## src/u8d_pkg.sv

```systemverilog
// Types, constants and the overlong-limit table of the UTF-8 stream decoder.
// Depends on nothing; used by the decode step and the top level.
package u8d_pkg;

    localparam int CP_W    = 31;
    localparam int CNT_W   = 3;
    localparam int BYTE_W  = 8;
    localparam int CONT_W  = 6;

    typedef struct packed {
        logic [CP_W-1:0]  partial_value;
        logic [CNT_W-1:0] bytes_pending;
        logic [CNT_W-1:0] length_class;
    } t_state;

    typedef struct packed {
        logic            has_result;
        logic [CP_W-1:0] code_point;
        logic            decode_error;
    } t_result;

    localparam t_state STATE_IDLE = '{default: '0};

    // Largest value that is still overlong for a given continuation count.
    function automatic logic [CP_W-1:0] overlong_limit(input logic [CNT_W-1:0] length_class);
        logic [CP_W-1:0] v;
        begin
            unique case (length_class)
                3'd1:    v = CP_W'(32'h0000_007F);
                3'd2:    v = CP_W'(32'h0000_07FF);
                3'd3:    v = CP_W'(32'h0000_FFFF);
                3'd4:    v = CP_W'(32'h001F_FFFF);
                3'd5:    v = CP_W'(32'h03FF_FFFF);
                default: v = '0;
            endcase
            return v;
        end
    endfunction

endpackage

```

## src/u8d_stream_if.sv

```systemverilog
// Valid/ready channel interfaces for the byte input and the code point output.
// Depends on nothing.
interface u8d_in_if;
    logic       valid;
    logic       ready;
    logic [7:0] data_byte;
    logic       end_mark;

    modport source (output valid, output data_byte, output end_mark, input ready);
    modport sink   (input valid, input data_byte, input end_mark, output ready);
endinterface

interface u8d_out_if;
    logic        valid;
    logic        ready;
    logic [30:0] code_point;
    logic        decode_error;

    modport source (output valid, output code_point, output decode_error, input ready);
    modport sink   (input valid, input code_point, input decode_error, output ready);
endinterface

```

## src/u8d_decode.sv

```systemverilog
// One decode step: next state and optional result from the state and one byte.
// Depends on u8d_pkg.
module u8d_decode (
    input  u8d_pkg::t_state          i_state,
    input  logic [7:0]               i_data_byte,
    input  logic                     i_end_mark,
    output u8d_pkg::t_state          o_next_state,
    output u8d_pkg::t_result         o_result
);
    import u8d_pkg::*;

    logic [CP_W-1:0]  w_shifted;
    logic [CNT_W-1:0] w_pending_dec;

    assign w_shifted     = {i_state.partial_value[CP_W-CONT_W-1:0], i_data_byte[CONT_W-1:0]};
    assign w_pending_dec = i_state.bytes_pending - CNT_W'(1);

    always_comb begin
        o_next_state = i_state;
        o_result     = '{has_result: 1'b0, code_point: '0, decode_error: 1'b0};

        if (i_end_mark) begin
            // truncated sequence; end mark while idle changes nothing
            if (i_state.bytes_pending != '0) begin
                o_next_state = STATE_IDLE;
                o_result     = '{has_result: 1'b1, code_point: '0, decode_error: 1'b1};
            end
        end else if (i_state.bytes_pending == '0) begin
            unique casez (i_data_byte)
                8'b0???????: begin
                    o_result = '{has_result: 1'b1,
                                 code_point: CP_W'(i_data_byte),
                                 decode_error: 1'b0};
                end
                8'b110?????: o_next_state = '{CP_W'(i_data_byte[4:0]), 3'd1, 3'd1};
                8'b1110????: o_next_state = '{CP_W'(i_data_byte[3:0]), 3'd2, 3'd2};
                8'b11110???: o_next_state = '{CP_W'(i_data_byte[2:0]), 3'd3, 3'd3};
                8'b111110??: o_next_state = '{CP_W'(i_data_byte[1:0]), 3'd4, 3'd4};
                8'b1111110?: o_next_state = '{CP_W'(i_data_byte[0]),   3'd5, 3'd5};
                default: begin
                    // stray continuation, 0xFE or 0xFF
                    o_next_state = STATE_IDLE;
                    o_result     = '{has_result: 1'b1, code_point: '0, decode_error: 1'b1};
                end
            endcase
        end else if (i_data_byte[7:6] != 2'b10) begin
            o_next_state = STATE_IDLE;
            o_result     = '{has_result: 1'b1, code_point: '0, decode_error: 1'b1};
        end else if (w_pending_dec != '0) begin
            o_next_state.partial_value = w_shifted;
            o_next_state.bytes_pending = w_pending_dec;
        end else begin
            o_next_state = STATE_IDLE;
            if (w_shifted > overlong_limit(i_state.length_class)) begin
                o_result = '{has_result: 1'b1, code_point: w_shifted, decode_error: 1'b0};
            end else begin
                o_result = '{has_result: 1'b1, code_point: '0, decode_error: 1'b1};
            end
        end
    end

endmodule

```

## src/utf8_stream_decoder_top.sv

```systemverilog
// UTF-8 stream decoder (31-bit code points, one to six byte sequences).
// Byte input channel i_in (data_byte, end_mark), result channel o_out
// (code_point, decode_error), both valid/ready; a transaction moves on
// a clock edge with valid and ready high.
// Each byte transaction lands in an input register; the decode step then
// updates the sequence state and, when a character completes or an error
// is found, loads the result register. Throughput: one byte per cycle
// while no result-producing byte waits behind a stalled result; each
// continuation byte shifts six bits into the sequence state.
// Bytes that give no result never wait on the output side.
// When o_out is stalled the result register holds its transaction and one
// more byte may sit in the input register; i_in.ready drops only while a
// result-producing byte waits behind a stalled result.
// Reset (i_rst_n low, synchronous) empties both registers and returns the
// decoder to idle with no partial character.
// Depends on u8d_pkg, u8d_stream_if and u8d_decode.
module utf8_stream_decoder_top (
    input  logic      i_clk,
    input  logic      i_rst_n,
    u8d_in_if.sink    i_in,
    u8d_out_if.source o_out
);
    import u8d_pkg::*;

    logic              r_in_valid;
    logic [BYTE_W-1:0] r_in_byte;
    logic              r_in_end;
    t_state            r_state;
    t_state            n_state;
    t_result           w_result;
    logic              r_out_valid;
    logic [CP_W-1:0]   r_out_cp;
    logic              r_out_err;
    logic              w_out_free;
    logic              w_advance;

    u8d_decode u_decode (
        .i_state      (r_state),
        .i_data_byte  (r_in_byte),
        .i_end_mark   (r_in_end),
        .o_next_state (n_state),
        .o_result     (w_result)
    );

    assign w_out_free = !r_out_valid || o_out.ready;
    assign w_advance  = r_in_valid && (w_out_free || !w_result.has_result);
    assign i_in.ready = !r_in_valid || w_advance;

    always_ff @(posedge i_clk) begin
        if (!i_rst_n) begin
            r_in_valid <= 1'b0;
        end else if (i_in.ready) begin
            r_in_valid <= i_in.valid;
        end
        if (i_in.valid && i_in.ready) begin
            r_in_byte <= i_in.data_byte;
            r_in_end  <= i_in.end_mark;
        end
    end

    always_ff @(posedge i_clk) begin
        if (!i_rst_n) begin
            r_state <= STATE_IDLE;
        end else if (w_advance) begin
            r_state <= n_state;
        end
    end

    always_ff @(posedge i_clk) begin
        if (!i_rst_n) begin
            r_out_valid <= 1'b0;
        end else if (w_advance && w_result.has_result) begin
            r_out_valid <= 1'b1;
        end else if (o_out.ready) begin
            r_out_valid <= 1'b0;
        end
        if (w_advance && w_result.has_result) begin
            r_out_cp  <= w_result.code_point;
            r_out_err <= w_result.decode_error;
        end
    end

    assign o_out.valid        = r_out_valid;
    assign o_out.code_point   = r_out_cp;
    assign o_out.decode_error = r_out_err;

endmodule

```

## src/flat_wrapper.sv

```systemverilog
// flat-port wrapper written by rule: the top's interface ports become plain ports
module utf8_stream_decoder_top_flat import u8d_pkg::*;
  (i_clk, i_rst_n, i_in_valid, i_in_data_byte, i_in_end_mark, i_in_ready, o_out_valid, o_out_code_point, o_out_decode_error, o_out_ready);
  u8d_in_if i_in_i ();
  u8d_out_if o_out_i ();
  input  logic i_clk;
  input  logic i_rst_n;
  input wire logic [$bits(i_in_i.valid)-1:0] i_in_valid;
  input wire logic [$bits(i_in_i.data_byte)-1:0] i_in_data_byte;
  input wire logic [$bits(i_in_i.end_mark)-1:0] i_in_end_mark;
  output wire logic [$bits(i_in_i.ready)-1:0] i_in_ready;
  output wire logic [$bits(o_out_i.valid)-1:0] o_out_valid;
  output wire logic [$bits(o_out_i.code_point)-1:0] o_out_code_point;
  output wire logic [$bits(o_out_i.decode_error)-1:0] o_out_decode_error;
  input wire logic [$bits(o_out_i.ready)-1:0] o_out_ready;
  assign i_in_i.valid = i_in_valid;
  assign i_in_i.data_byte = i_in_data_byte;
  assign i_in_i.end_mark = i_in_end_mark;
  assign i_in_ready = i_in_i.ready;
  assign o_out_valid = o_out_i.valid;
  assign o_out_code_point = o_out_i.code_point;
  assign o_out_decode_error = o_out_i.decode_error;
  assign o_out_i.ready = o_out_ready;
  utf8_stream_decoder_top u_core (.i_clk(i_clk), .i_rst_n(i_rst_n), .i_in(i_in_i), .o_out(o_out_i));
endmodule
```

## config.mk

```make
export PLATFORM = sky130hd
export DESIGN_NAME = utf8_stream_decoder_top_flat
export DESIGN_NICKNAME = d
export VERILOG_FILES = /design/src/u8d_pkg.sv /design/src/u8d_stream_if.sv /design/src/u8d_decode.sv /design/src/utf8_stream_decoder_top.sv /design/src/flat_wrapper.sv
export SDC_FILE = /design/constraint.sdc
export NUM_CORES = 1
export LEC_CHECK = 0
export BUFFER_PORTS_ARGS = -buffer_cell sky130_fd_sc_hd__buf_2
export CELL_PAD_IN_SITES_DETAIL_PLACEMENT = 0
export CELL_PAD_IN_SITES_GLOBAL_PLACEMENT = 1
export CORE_MARGIN = 3
export CORE_UTILIZATION = 49
export DETAILED_ROUTE_END_ITERATION = 10
export PLACE_DENSITY = 0.9
export SLEW_MARGIN = 15
export SYNTH_ARGS = -nofsm -noshare
export SYNTH_HDL_FRONTEND = slang
export SYNTH_SLANG_ARGS = --single-unit
export TNS_END_PERCENT = 10
```

## constraint.sdc

```tcl
create_clock -name i_clk -period 7.8 [get_ports i_clk]
set_input_delay 1.17 -clock i_clk [delete_from_list [all_inputs] [get_ports i_clk]]
set_output_delay 1.17 -clock i_clk [all_outputs]
set_load 0.05 [all_outputs]
```

* Word level (Yosys, flattened, before mapping) *
Cells that the tools add are included.

operators by class
  equality and inequality tests = 14
  reductions and logical operators = 16
  bitwise operators = 1
  add/sub/neg operators = 1
  mux-type cells = 21
  magnitude comparators = 1

operator list
  kind                                                                     count
  31-bit two-way mux                                                       8
  31-bit one-hot mux with 6 select lines                                   1
  33-bit two-way mux                                                       5
  26-bit one-hot mux with 5 select lines                                   1
  33-bit one-hot mux with 2 select lines                                   1
  32-bit two-way mux                                                       1
  31-bit > comparator                                                      1
  28-bit two-way mux                                                       1
  3-bit equality test, second input constant                               3
  7-bit equality test, second input constant                               1
  3-bit by 2-bit equality test with 1-bit output, second input constant    2
  6-bit equality test, second input constant                               1
  3-bit nonzero test                                                       2
  5-bit equality test, second input constant                               1
  5-bit OR reduction                                                       1
  4-bit equality test, second input constant                               1
  2-bit inequality test, second input constant                             2
  4-bit by 3-bit inequality test with 1-bit output, second input constant  1
  4-bit AND reduction                                                      1
  3-bit by 1-bit equality test with 1-bit output, second input constant    1
  1-bit logical AND                                                        3
  1-bit logical NOT                                                        3
  3-bit logical NOT                                                        1
  1-bit logical OR                                                         3
  7 further kinds                                                          8

storage, ports and cells
  bits of input ports = 13
  logic and storage cells = 63
  bits in registers = 74

* Logic depth before layout (Yosys ltp) *
Gate-level depths: netlist of run 1.

  depth in word-level cells = 17
  gate-level depth with buffers = 11
  depth with buffers taken out = 10

* Cells and area by module *
From an unflattened synthesis of run 1, not the netlist that was laid out.

second synthesis, totals
  cell total of the unflattened synthesis = 430
  area total of the unflattened synthesis = 4310.4 um^2

modules (own cells, without submodules)
  module                   cells an instance  area each (um^2)  instances  seq. area each (um^2)
  utf8_stream_decoder_top  212                2811.4            1          2011.9
  u8d_decode               218                1498.9            1          0.0

* Worst setup path after synthesis of run 1 *
Ideal clock, no wire load.

  kind = register to register
  start point = register u_core.r_state[3] (netlist name)
  end point = register u_core.r_out_cp[0], in the netlist u_core.o_out.code_point[0], enable pin
  arrival time = 2.758 ns
  cell stages (with the launch flop) = 8
  data required time = 7.379 ns
  setup time = 0.421 ns
  setup slack = 4.621 ns
  buffers on the path = 0
  clock period less this slack = 3.179 ns
  path through = dfxtp_1 inv_1 ha_1 nand2b_1 a31o_2 a211oi_1 o21ai_0 nor2_1

between the ends
  cells in the longest elaborated chain, start to end = 10

ends and longest elaborated chain
  what                                         RTL line                       source
  from (decl)                                  utf8_stream_decoder_top.sv:28  t_state r_state;
  from (signal assigned)                       utf8_stream_decoder_top.sv:65  r_state <= n_state;
  3-bit by 1-bit subtractor with 3-bit output  u8d_decode.sv:16               assign w_pending_dec = i_state.bytes_pending - CNT_W'(1);
  3-bit nonzero test                           u8d_decode.sv:49               end else if (w_pending_dec != '0) begin
  33-bit two-way mux                           u8d_decode.sv:49
  33-bit two-way mux                           u8d_decode.sv:46               end else if (i_data_byte[7:6] != 2'b10) begin
  33-bit two-way mux                           u8d_decode.sv:28               end else if (i_state.bytes_pending == '0) begin
  33-bit two-way mux (*)                       u8d_decode.sv:22               if (i_end_mark) begin
  1-bit logical NOT                            utf8_stream_decoder_top.sv:46  assign w_advance = r_in_valid && (w_out_free || !w_result.has_result);
  1-bit logical OR                             utf8_stream_decoder_top.sv:46
  1-bit logical AND                            utf8_stream_decoder_top.sv:46
  1-bit logical AND (*)                        utf8_stream_decoder_top.sv:77  if (w_advance && w_result.has_result) begin
  to (signal assigned)                         utf8_stream_decoder_top.sv:78  r_out_cp <= w_result.code_point;
  to (decl)                                    utf8_stream_decoder_top.sv:32  logic [CP_W-1:0] r_out_cp;

Every way passes the cells marked *; elsewhere a longest branch is shown, timed or not.
A chain may end at the register's enable or synchronous reset.

* Worst setup path after layout of run 1 *
  start point = register u_core.r_state[3] (netlist name)
  end point = output i_in_ready

between the ends
  cells in the longest elaborated chain, start to end = 10

ends and longest elaborated chain
  what                                         RTL line                       source
  3-bit by 1-bit subtractor with 3-bit output  u8d_decode.sv:16
  3-bit nonzero test                           u8d_decode.sv:49
  33-bit two-way mux                           u8d_decode.sv:49
  33-bit two-way mux                           u8d_decode.sv:46
  33-bit two-way mux                           u8d_decode.sv:28
  33-bit two-way mux (*)                       u8d_decode.sv:22
  1-bit logical NOT (*)                        utf8_stream_decoder_top.sv:46
  1-bit logical OR (*)                         utf8_stream_decoder_top.sv:46
  1-bit logical AND (*)                        utf8_stream_decoder_top.sv:46
  1-bit logical OR (*)                         utf8_stream_decoder_top.sv:47  assign i_in.ready = !r_in_valid || w_advance;
  to (decl)                                    flat_wrapper.sv:11             output wire logic [$bits(i_in_i.ready)-1:0] i_in_ready;

Marked as above.

==> results of run 1 <==
flip-flops by register name, indices dropped and copies added, names as in the netlist:
name and flops:
u_core.o_out.decode_error 1, u_core.o_out.valid 1, u_core.o_out.code_point 31, u_core.r_in_valid 1, u_core.r_in_byte 8, u_core.r_in_end 1, u_core.r_state 31
routing by layer:
layer | vias up | routed length, um | track usage [%]
met2 | 103 | 4310 | 35.0
met4 | 0 | 126 | 7.08
met3 | 12 | 561 | 5.31
li1 | 1442 | - | -
met5 | - | 0 | 0
met1 | 1442 | 3830 | 27.3
worst max-delay path: cells and delay by family (launching register included):
| kind | cells | cell delay, ns |
|---|---|---|
| AOI/OAI and AO/OA | 3 | 0.66 |
| and+or+nand+nor | 2 | 0.37 |
| DFF | 1 | 0.37 |
| adders and majority gates | 1 | 0.26 |
| buffers and inverters | 2 | 0.31 |
stage by stage:
stage	hold slack (ns)	util, %	worst slack (ns)	cell area [um^2]
final	0.480	57.7	4.31	4230
after detailed placement	0.473	54.8	4.73	4020
after CTS	0.483	57.7	4.31	4230
after global placement	0.463	54.8	4.76	4020
after floorplan	0.450	-	4.62	3720
after global routing	0.523	57.7	4.10	4230
cell type report:
cell class,instances,share of cell area (%)
multi-input combinational,255,40.2
sequential,74,44.7
inverter,16,1.42
tap,99,2.93
clock buffer,10,3.25
timing repair buffer,48,5.80
clock inverter,6,1.72
cells in the mapped netlist (5+ instances only):
cell type / count
sky130_fd_sc_hd__dfxtp_1: 33
sky130_fd_sc_hd__nand4_1: 27
sky130_fd_sc_hd__and2_1: 17
sky130_fd_sc_hd__o21a_1: 6
sky130_fd_sc_hd__a21oi_1: 42
sky130_fd_sc_hd__nand3_1: 8
sky130_fd_sc_hd__inv_1: 16
sky130_fd_sc_hd__edfxtp_1: 41
sky130_fd_sc_hd__o21ai_0: 36
sky130_fd_sc_hd__nor2_1: 11
sky130_fd_sc_hd__clkbuf_1: 13
sky130_fd_sc_hd__nand2_1: 18
sky130_fd_sc_hd__ha_1: 24
sky130_fd_sc_hd__a21o_1: 5
sky130_fd_sc_hd__and2_2: 10
sky130_fd_sc_hd__nand2b_1: 5
cells in the final DEF (no fill, tap or decap), types with 10 or more instances in the layout:
cell type                  netlist  layout
sky130_fd_sc_hd__edfxtp_1       41      41
sky130_fd_sc_hd__and2_1         17      17
sky130_fd_sc_hd__nand2_1        18      18
sky130_fd_sc_hd__inv_1          16      16
sky130_fd_sc_hd__dfxtp_1        33      33
sky130_fd_sc_hd__buf_2           0      46
sky130_fd_sc_hd__and2_2         10      10
sky130_fd_sc_hd__clkbuf_8        0      10
sky130_fd_sc_hd__nand4_1        27      27
sky130_fd_sc_hd__ha_1           24      24
sky130_fd_sc_hd__nor2_1         11      10
sky130_fd_sc_hd__o21ai_0        36      36
sky130_fd_sc_hd__a21oi_1        42      42
report_power, final:
part            total, W  internal, W  leakage [nW]  switching, W
combinational  0.0000576    0.0000130         0.899     0.0000447
sequential      0.000424     0.000418         0.655    0.00000590
clock           0.000315     0.000160         0.103      0.000155
total           0.000796     0.000590          1.66      0.000206
worst paths after layout:
kind                                  startpoint                                  endpoint  slack, ns  cells after the start
setup / recovery  u_core.r_state[3]$_SDFFE_PN0P_                                i_in_ready       4.31                      8
setup reg to reg  u_core.r_state[1]$_SDFFE_PN0P_  u_core.o_out.code_point[6]$_SDFFCE_PP0P_       4.71                     10
hold / removal    u_core.r_state[4]$_SDFFE_PN0P_            u_core.r_state[4]$_SDFFE_PN0P_       0.48                      2
hold reg to reg   u_core.r_state[4]$_SDFFE_PN0P_            u_core.r_state[4]$_SDFFE_PN0P_       0.48                      2
cells by family after synthesis:
group / share of synthesized area [%]
simple gates: 18.3
fa+ha+maj: 8.06
flops: 50.8
compound gates: 18.9
buf+inv: 3.73
xor+xnor: 0.235
==> insert_results.sql, run 1 <==
INSERT INTO impl_metrics (metric_group, metric, value, unit) VALUES
('clock_tree', 'cts.htree.levels', '3', ''),
('setup_path', 'critical_path.endpoint_type', 'output pin', ''),
('timing', 'slew_violations', '0', ''),
('detailed_routing', 'dr.first_iter.drc_count', '190', ''),
('timing', 'relSlewSlack', '27.0', '%'),
('grt', 'grt_pass1_vias', '2864', ''),
('clock_tree', 'clk_root_buf', 'sky130_fd_sc_hd__clkbuf_8', ''),
('pwr', 'power.density', '188', 'nW/um^2'),
('clock_tree', 'ctsLongestPathBuffers', '2', ''),
('floorplan', 'core', '7330', 'um^2'),
('cells_and_area', 'layout-area-overhead-vs-synth', '13.6', '%'),
('cells_and_area', 'nets', '441', ''),
('setup_path', 'cpMaxStageDelayCell', 'sky130_fd_sc_hd__dfxtp_1', ''),
('clock_tree', 'clk_pin_slew_worst_paths', '0.08', 'ns'),
('setup_path', 'worst-endpoint-required', '6.63', 'ns'),
('setup_path', 'critical_path_peak_fanout', '5', ''),
('detailed_routing', 'routedWlPerCell', '17.4', 'um'),
('placement', 'place_inst', '492', ''),
('yosys', 'yosysTopAreaCell', 'sky130_fd_sc_hd__edfxtp_1', ''),
('detailed_routing', 'drt_pre_antenna_iters', '5', ''),
('setup_path', 'critical_path.most_common_cell', 'sky130_fd_sc_hd__nand2b_1', ''),
('floorplan', 'die_width', '93.2', 'um'),
('yosys', 'postSynth.topFlopCell', 'sky130_fd_sc_hd__edfxtp_1', ''),
('yosys', 'number_of_enable_type_register_cells_in_the_synthesized_netlist', '41', ''),
('timing', 'total_negative_slack_for_setup_checks', '0', 'ns'),
('placement', 'port_buffers', '46', ''),
('yosys', 'syn_avg_cell_area', '10.3', 'um^2'),
('pwr', 'worst_ir_drop_vdd', '0.0947', 'mV'),
('cells_and_area', 'insertedDiodeCount', '0', ''),
('hold_path', 'worst_hold_path_type', 'reg -> reg', ''),
('timing', 'fin_skew', '0.00734', 'ns'),
('clock_tree', 'cts_setup_buffers', '0', ''),
('detailed_routing', 'drcViolationCount', '0', ''),
('setup_path', 'timing.setup.critical_path_class', 'reg -> out', ''),
('cells_and_area', 'layoutNonFillerInstCount', '508', ''),
('cells_and_area', 'fill_cell_instance_count_of_the_final_layout', '643', ''),
('cells_and_area', 'area_taken_by_flip_flops_and_latches', '1890', 'um^2'),
('setup_path', 'critical_path.max_stage_delay', '0.37', 'ns'),
('timing', 'unrepaired_setup_endpoints_after_global_routing', 'no', ''),
('floorplan', 'top_level_i_o_count', '47', ''),
('yosys', 'synth_sequential_area_ratio', '50.8', '%'),
('status', 'run_status', 'finished clean', ''),
('floorplan', 'start_util', '50.8', '%'),
('yosys', 'ys_seq_elements', '74', ''),
('timing', 'fin_crit', '3.49', 'ns'),
('clock_tree', 'tritoncts', 'done', ''),
('setup_path', 'worstPathArrival', '2.32', 'ns'),
('pwr', 'cellLeakagePower', '1.66', 'nW'),
('placement', 'detailed_place_hpwl', '6020', 'um'),
('setup_path', 'critPathLaunchType', 'flop', ''),
('grt', 'grt_overflow_total', '0', ''),
('yosys', 'post_synth_num_cell_types', '48', ''),
('floorplan', 'rows', '31', ''),
('timing', 'period_share', '44.8', '%'),
('detailed_routing', 'drtAntennaViolNets', '0', ''),
('clock_tree', 'cts-buffers-inserted', '9', ''),
('grt', 'grt_max_degree', '33', ''),
('clock_tree', 'post_cts_hold_buffer_count', '0', ''),
('grt', 'global_route.usage.total', '21.2', '%'),
('yosys', 'synth_top_cell_area_share', '33.1', '%'),
('clock_tree', 'cts_num_sinks', '74', ''),
('timing', 'finalHoldViolations', '0', ''),
('grt', 'antenna_found_initial', '0', ''),
('setup_path', 'worstPathCellList', 'inv_1, ha_1, nand2b_1, a31o_2, a211oi_1, o21ai_0, nand2b_1, buf_2', ''),
('cells_and_area', 'multi_input_area', '1700', 'um^2'),
('yosys', 'yosysWarningCount', '0', ''),
('yosys', 'post_synth_main_area_contributors', 'sky130_fd_sc_hd__edfxtp_1 (33%), sky130_fd_sc_hd__dfxtp_1 (18%), sky130_fd_sc_hd__ha_1 (8.1%)', ''),
('detailed_routing', 'post_drt_via_cell_ratio', '5.90', ''),
('detailed_routing', 'detail_route.wirelength', '8820', 'um'),
('clock_tree', 'cts.repair.resized', '0', ''),
('cells_and_area', 'drive_above_1_share', '20.5', '%');
Power figures use the tool's default switching activity.
==> inputs of run 2 (changes only) <==
CORE_UTILIZATION = 41   (was 49)
PLACE_DENSITY = 0.81   (was 0.9)
clock period = 2.8 ns   (was 7.8 ns; I/O delays follow)
==> insert_results.sql, run 2 (synthesized netlist as in run 1, its figures left out) <==
INSERT INTO impl_metrics (metric_group, metric, value, unit) VALUES
('setup_path', 'r2r_cells', '13', ''),
('cells_and_area', 'layout-area-overhead-vs-synth', '27.1', '%'),
('cells_and_area', 'drive_above_1_share', '31.7', '%'),
('grt', 'grt_overflow_total', '0', ''),
('grt', 'global_route.usage.met1', '24.9', '%'),
('timing', 'setup_slack', '0.0448', 'ns'),
('status', 'run_status', 'finished clean', ''),
('timing', 'relSlewSlack', '49.6', '%'),
('detailed_routing', 'post_drt_via_cell_ratio', '5.88', ''),
('pwr', 'cellLeakagePower', '1.81', 'nW'),
('setup_path', 'critPathLaunchType', 'flop', ''),
('grt', 'global_route.usage.total', '19.4', '%'),
('detailed_routing', 'routed-via-count', '3194', ''),
('detailed_routing', 'dr.first_iter.drc_count', '299', ''),
('pwr', 'seq_power_share', '52.6', '%'),
('cells_and_area', 'nets', '467', ''),
('timing', 'fin_skew', '0.0104', 'ns'),
('hold_path', 'worst_hold_path_type', 'in -> reg', ''),
('cells_and_area', 'most-common-layout-cells', 'sky130_fd_sc_hd__buf_2 (45), sky130_fd_sc_hd__a21oi_1 (41), sky130_fd_sc_hd__edfxtp_1 (41)', ''),
('floorplan', 'core', '8760', 'um^2'),
('clock_tree', 'cts.htree.levels', '3', ''),
('setup_path', 'critical_path_peak_fanout', '6', ''),
('cells_and_area', 'final_design_area_no_fill', '4730', 'um^2'),
('placement', 'post_dp_cell_area', '4170', 'um^2'),
('grt', 'grt_max_degree', '33', ''),
('cells_and_area', 'layout_commonest_cell', 'sky130_fd_sc_hd__buf_2', ''),
('timing', 'finalHoldViolations', '0', ''),
('setup_path', 'r2r_slack', '0.04', 'ns'),
('pwr', 'netSwitchingFraction', '26.7', '%'),
('setup_path', 'critical_path.max_stage_delay', '0.39', 'ns'),
('setup_path', 'worstPathArrival', '2.88', 'ns'),
('run', 'maxCapViolations', '0', ''),
('floorplan', 'dieHeight', '101', 'um'),
('setup_path', 'worst-endpoint-required', '2.92', 'ns'),
('pwr', 'power_frac_comb', '8.9', '%'),
('detailed_routing', 'routedWlPerCell', '18.2', 'um'),
('clock_tree', 'cts-buffers-inserted', '9', ''),
('clock_tree', 'tritoncts', 'done', ''),
('timing', 'period_share', '98.4', '%'),
('timing', 'unrepaired_setup_endpoints_after_global_routing', 'yes', ''),
('grt', 'met2_usage_in_global_routing', '31.6', '%'),
('placement', 'port_buffers', '46', ''),
('pwr', 'cell_internal_pwr', '0.00164', 'W'),
('timing', 'setup_viol_count_final', '0', ''),
('grt', 'groute.layer.met3.usage', '4.61', '%'),
('clock_tree', 'clk_root_buf', 'sky130_fd_sc_hd__clkbuf_8', ''),
('clock_tree', 'post_cts_hold_buffer_count', '0', ''),
('clock_tree', 'cts_num_sinks', '74', ''),
('timing', 'max_slew.worst_pin.slew', '0.754', 'ns'),
('floorplan', 'die_area', '10300', 'um^2'),
('grt', 'grt_pass1_wl', '15500', 'um'),
('placement', 'detailed_place_hpwl', '6380', 'um'),
('setup_path', 'worstPathCellList', 'inv_4, ha_4, a31oi_4, buf_12, ha_4, nand4_1, buf_4, or2_4, a2111oi_4, or3_4, buf_12, o211a_4, o21a_1', ''),
('timing', 'fin_crit', '2.76', 'ns'),
('clock_tree', 'clk_pin_slew_worst_paths', '0.08', 'ns'),
('placement', 'globalplace.congestion', '0.869', ''),
('pwr', 'total_switching_power', '0.000598', 'W'),
('grt', 'antenna_found_initial', '0', ''),
('floorplan', 'die_width', '101', 'um'),
('pwr', 'power.density', '473', 'nW/um^2'),
('placement', 'worst_setup_timing_slack_at_the_placement_stage', '-0.152', 'ns'),
('pwr', 'worst_ir_drop_vdd', '0.197', 'mV'),
('cells_and_area', 'insertedDiodeCount', '0', ''),
('timing', 'slew_violations', '0', ''),
('floorplan', 'rows', '34', ''),
('pwr', 'fin_total_pwr', '0.00224', 'W'),
('floorplan', 'start_util', '42.5', '%'),
('pwr', 'power.clock.fraction', '38.4', '%'),
('hold_path', 'timing.hold.worst_path_depth', '1', ''),
('detailed_routing', 'drt_pre_antenna_iters', '5', ''),
('setup_path', 'critical_path.endpoint_type', 'flop', ''),
('grt', 'grt_pass1_vias', '3087', ''),
('timing', 'maxClockFrequency', '363', 'MHz'),
('clock_tree', 'clk-insertion-delay-late', '0.36', 'ns'),
('setup_path', 'cpMaxStageDelayCell', 'sky130_fd_sc_hd__or3_4', ''),
('detailed_routing', 'drcViolationCount', '0', ''),
('detailed_routing', 'drtAntennaViolNets', '0', ''),
('detailed_routing', 'detail_route.wirelength', '9860', 'um'),
('grt', 'global_route_hottest_layer', 'met2', ''),
('setup_path', 'timing.setup.critical_path_class', 'reg -> reg', ''),
('clock_tree', 'ctsLongestPathBuffers', '2', ''),
('floorplan', 'top_level_i_o_count', '47', '');
==> run 2: cell count changes in the layout (fill, tap and decap cells not counted), moves of 3 or more <==
cell	change
sky130_fd_sc_hd__buf_4	+20
sky130_fd_sc_hd__ha_1	-9
sky130_fd_sc_hd__ha_4	+9
sky130_fd_sc_hd__and2_4	+4
sky130_fd_sc_hd__dfxtp_1	-4
sky130_fd_sc_hd__and2_2	-3
sky130_fd_sc_hd__buf_12	+3
sky130_fd_sc_hd__dfxtp_2	+3
sky130_fd_sc_hd__or3_1	-3
sky130_fd_sc_hd__or3_4	+3
==> run 2: path summary, 6_finish.rpt <==
check                                                     from                                        to
worst max register to register  u_core.r_state[1]$_SDFFE_PN0P_  u_core.o_out.code_point[1]$_SDFFCE_PP0P_
worst min register to register  u_core.r_state[4]$_SDFFE_PN0P_            u_core.r_state[4]$_SDFFE_PN0P_
worst min-delay path                             i_in_end_mark                 u_core.r_in_end$_DFFE_PP_
worst max-delay path            u_core.r_state[1]$_SDFFE_PN0P_  u_core.o_out.code_point[1]$_SDFFCE_PP0P_
==> run 2: final cells by class <==
class                           count  area, um^2
Fill cell                         761        4030
Multi-Input combinational cell    258        1970
Sequential cell                    74        1900
Timing Repair Buffer               71         462
Tap cell                          108         135
Clock buffer                        9         124
Clock inverter                      7        76.3
Inverter                           16        62.6
==> run 2: layer usage <==
layer | up-vias | wire (um)
li1 | 1516 | -
met1 | 1486 | 4210
met2 | 157 | 4720
met3 | 35 | 660
met4 | 0 | 273
met5 | - | 0
==> run 2: per-stage QoR <==
| stage | cells | hold slack [ns] | TNS [ns] | utilization [%] |
|---|---|---|---|---|
| final | 543 | 0.228 | 0 | 54.0 |
| after global placement | 518 | 0.462 | -0.0112 | 47.6 |
| after detailed placement | 518 | 0.471 | -1.78 | 47.6 |
| after CTS | 538 | 0.219 | -0.0122 | 51.2 |
| after global routing | 543 | 0.221 | -0.0947 | 54.0 |
| after floorplan | 362 | 0.450 | 0 | - |
==> run 2: worst max-delay path, delay by kind of cell (launching register included) <==
family / cells / cell delay, ns
compound gates: 4 / 0.65
simple gates: 3 / 0.65
buf+inv: 4 / 0.50
fa+ha+maj: 2 / 0.36
flops: 1 / 0.35
==> run 2: timing repair <==
| item | 4_1_cts | 5_1_grt |
|---|---|---|
| gates resized for setup | 17 | 32 |
| setup buffers | 3 | 4 |
| cloned | 2 | 1 |
| pin swaps | 8 | 18 |
| endpoints found under the setup margin | 25 | 28 |
| hold endpoints to repair | 0 | 0 |
==> run 2: power groups by stage <==
stage	combinational [W]	sequential [W]	clock, W
after floorplan	0.0000771	0.00124	0
after global placement	0.000178	0.00120	0
after detailed placement	0.000182	0.00120	0
after CTS	0.000188	0.00118	0.000866
after global routing	0.000215	0.00118	0.000913
final	0.000200	0.00118	0.000859
==> inputs of run 3 (changes only) <==
CORE_MARGIN = 10   (was 3)
==> insert_results.sql, run 3 (synthesized netlist as in run 1, its figures left out) <==
INSERT INTO impl_metrics (metric_group, metric, value, unit) VALUES
('cells_and_area', 'drive_above_1_share', '30.9', '%'),
('pwr', 'cellLeakagePower', '1.82', 'nW'),
('hold_path', 'worst_hold_path_type', 'in -> reg', ''),
('pwr', 'power.density', '477', 'nW/um^2'),
('setup_path', 'timing.setup.critical_path_class', 'reg -> reg', ''),
('detailed_routing', 'routedWlPerCell', '18.6', 'um'),
('pwr', 'worst_ir_drop_vdd', '0.185', 'mV'),
('run', 'maxCapViolations', '0', ''),
('detailed_routing', 'post_drt_via_cell_ratio', '5.86', ''),
('placement', 'post_dp_cell_area', '4190', 'um^2'),
('status', 'failed_checks', 'setup timing', ''),
('timing', 'relSlewSlack', '60.9', '%'),
('cells_and_area', 'nets', '472', ''),
('timing', 'fin_skew', '0.0104', 'ns'),
('clock_tree', 'cts.htree.levels', '3', ''),
('floorplan', 'start_util', '42.5', '%'),
('placement', 'globalplace.congestion', '0.872', ''),
('grt', 'grt_pass1_vias', '3086', ''),
('placement', 'port_buffers', '46', ''),
('pwr', 'power.clock.fraction', '38.3', '%'),
('cells_and_area', 'most-common-layout-cells', 'sky130_fd_sc_hd__buf_2 (45), sky130_fd_sc_hd__a21oi_1 (41), sky130_fd_sc_hd__edfxtp_1 (41)', ''),
('grt', 'grt_max_degree', '33', ''),
('clock_tree', 'post_cts_hold_buffer_count', '0', ''),
('floorplan', 'core', '8760', 'um^2'),
('timing', 'finalHoldViolations', '0', ''),
('cells_and_area', 'layout_commonest_cell', 'sky130_fd_sc_hd__buf_2', ''),
('floorplan', 'rows', '34', ''),
('clock_tree', 'cts_num_sinks', '74', ''),
('detailed_routing', 'drtAntennaViolNets', '0', ''),
('detailed_routing', 'dr.first_iter.drc_count', '270', ''),
('setup_path', 'critical_path.endpoint_type', 'flop', ''),
('pwr', 'netSwitchingFraction', '26.5', '%'),
('cells_and_area', 'final_design_area_no_fill', '4670', 'um^2'),
('cells_and_area', 'utilization_after_layout', '53.3', '%'),
('timing', 'setup_slack', '-0.0179', 'ns'),
('clock_tree', 'cts-buffers-inserted', '9', ''),
('cells_and_area', 'layout-area-overhead-vs-synth', '25.3', '%'),
('cells_and_area', 'insertedDiodeCount', '0', ''),
('timing', 'maxClockFrequency', '355', 'MHz'),
('status', 'run_status', 'complete, but fails checks', ''),
('timing', 'total_negative_slack_for_setup_checks', '-0.0778', 'ns'),
('timing', 'fin_crit', '2.82', 'ns'),
('cells_and_area', 'fill_cell_instance_count_of_the_final_layout', '790', ''),
('clock_tree', 'ctsLongestPathBuffers', '2', ''),
('placement', 'worst_setup_timing_slack_at_the_placement_stage', '-0.127', 'ns'),
('timing', 'unrepaired_setup_endpoints_after_global_routing', 'yes', ''),
('clock_tree', 'clk-insertion-delay-late', '0.36', 'ns'),
('grt', 'grt_pass1_wl', '16000', 'um'),
('pwr', 'seq_power_share', '52.9', '%'),
('floorplan', 'dieHeight', '115', 'um'),
('pwr', 'power_frac_comb', '8.8', '%'),
('floorplan', 'die_area', '13300', 'um^2'),
('setup_path', 'critical_path_peak_fanout', '6', ''),
('floorplan', 'top_level_i_o_count', '47', ''),
('timing', 'period_share', '101', '%'),
('placement', 'detailed_place_hpwl', '6730', 'um'),
('setup_path', 'worst-endpoint-required', '3.04', 'ns'),
('clock_tree', 'clk_pin_slew_worst_paths', '0.08', 'ns'),
('setup_path', 'critPathLaunchType', 'flop', ''),
('grt', 'grt_overflow_total', '0', ''),
('grt', 'global_route.usage.total', '15.2', '%'),
('pwr', 'total_switching_power', '0.000591', 'W'),
('detailed_routing', 'drt_pre_antenna_iters', '5', ''),
('detailed_routing', 'routed-via-count', '3214', ''),
('floorplan', 'die_width', '115', 'um'),
('detailed_routing', 'detail_route.wirelength', '10200', 'um'),
('timing', 'setup_viol_count_final', '6', ''),
('clock_tree', 'clk_root_buf', 'sky130_fd_sc_hd__clkbuf_8', ''),
('grt', 'antenna_found_initial', '0', ''),
('timing', 'max_slew.worst_pin.slew', '0.587', 'ns'),
('pwr', 'cell_internal_pwr', '0.00164', 'W'),
('clock_tree', 'tritoncts', 'done', ''),
('setup_path', 'worstPathArrival', '3.06', 'ns'),
('detailed_routing', 'drcViolationCount', '0', ''),
('timing', 'slew_violations', '0', '');
==> run 3: worst paths after layout <==
kind	startpoint	end	slack [ns]	depth (start not counted)
setup / recovery	u_core.r_state[1]$_SDFFE_PN0P_	u_core.o_out.code_point[13]$_SDFFCE_PP0P_	-0.02	12
hold / removal	i_in_data_byte[6]	u_core.r_in_byte[6]$_DFFE_PP_	0.23	1
setup reg to reg	u_core.r_state[1]$_SDFFE_PN0P_	u_core.o_out.code_point[13]$_SDFFCE_PP0P_	-0.02	12
hold reg to reg	u_core.r_state[4]$_SDFFE_PN0P_	u_core.r_state[4]$_SDFFE_PN0P_	0.49	2
==> run 3: power groups by stage <==
| stage | combinational [W] | sequential (W) | clock, W |
|---|---|---|---|
| after floorplan | 0.0000771 | 0.00124 | 0 |
| after global placement | 0.000179 | 0.00120 | 0 |
| after detailed placement | 0.000182 | 0.00120 | 0 |
| after CTS | 0.000188 | 0.00118 | 0.000862 |
| after global routing | 0.000211 | 0.00118 | 0.000909 |
| final | 0.000197 | 0.00118 | 0.000853 |
==> run 3: cell type report <==
type / count / area, um^2 / share of cell area, %
Tap cell: 108 / 135 / 2.90
Clock inverter: 7 / 77.6 / 1.66
Timing Repair Buffer: 76 / 474 / 10.2
Inverter: 16 / 62.6 / 1.34
Sequential cell: 74 / 1900 / 40.7
Multi-Input combinational cell: 258 / 1890 / 40.6
Clock buffer: 9 / 124 / 2.65
==> run 3: metrics by stage <==
step / hold slack [ns] / total power, W / cells
6_report: 0.226 / 0.00223 / 548
3_5_place_dp: 0.473 / 0.00138 / 521
3_3_place_gp: 0.462 / 0.00138 / 521
5_1_grt: 0.211 / 0.00230 / 548
4_1_cts: 0.213 / 0.00223 / 542
2_1_floorplan: 0.450 / 0.00132 / 362
==> run 3: routing by layer <==
metal / wire, um / vias up / GRT usage (%)
li1: - / 1511 / -
met1: 4370 / 1541 / 18.8
met2: 4910 / 144 / 25.0
met3: 703 / 18 / 3.33
met4: 209 / 0 / 6.44
met5: 0 / - / 0
==> run 3: worst max-delay path, cell delays in order (launching register included) <==
cell                      delay [ns]
sky130_fd_sc_hd__dfxtp_2        0.34
sky130_fd_sc_hd__inv_4          0.08
sky130_fd_sc_hd__ha_4           0.14
sky130_fd_sc_hd__a31oi_1        0.04
sky130_fd_sc_hd__buf_4          0.16
sky130_fd_sc_hd__ha_4           0.26
sky130_fd_sc_hd__nand4_1        0.15
sky130_fd_sc_hd__or3_4          0.42
sky130_fd_sc_hd__or3_4          0.38
sky130_fd_sc_hd__a31oi_4        0.19
sky130_fd_sc_hd__buf_6          0.16
sky130_fd_sc_hd__o211a_4        0.23
sky130_fd_sc_hd__and2_4         0.15
==> run 3: timing repair <==
action                     4_1_cts  5_1_grt
hold endpoints to repair         0        0
pin swaps                        5       15
gates resized for setup         13       30
setup endpoints to repair       25       26
cloned                           2        1
buffers inserted                 3        5
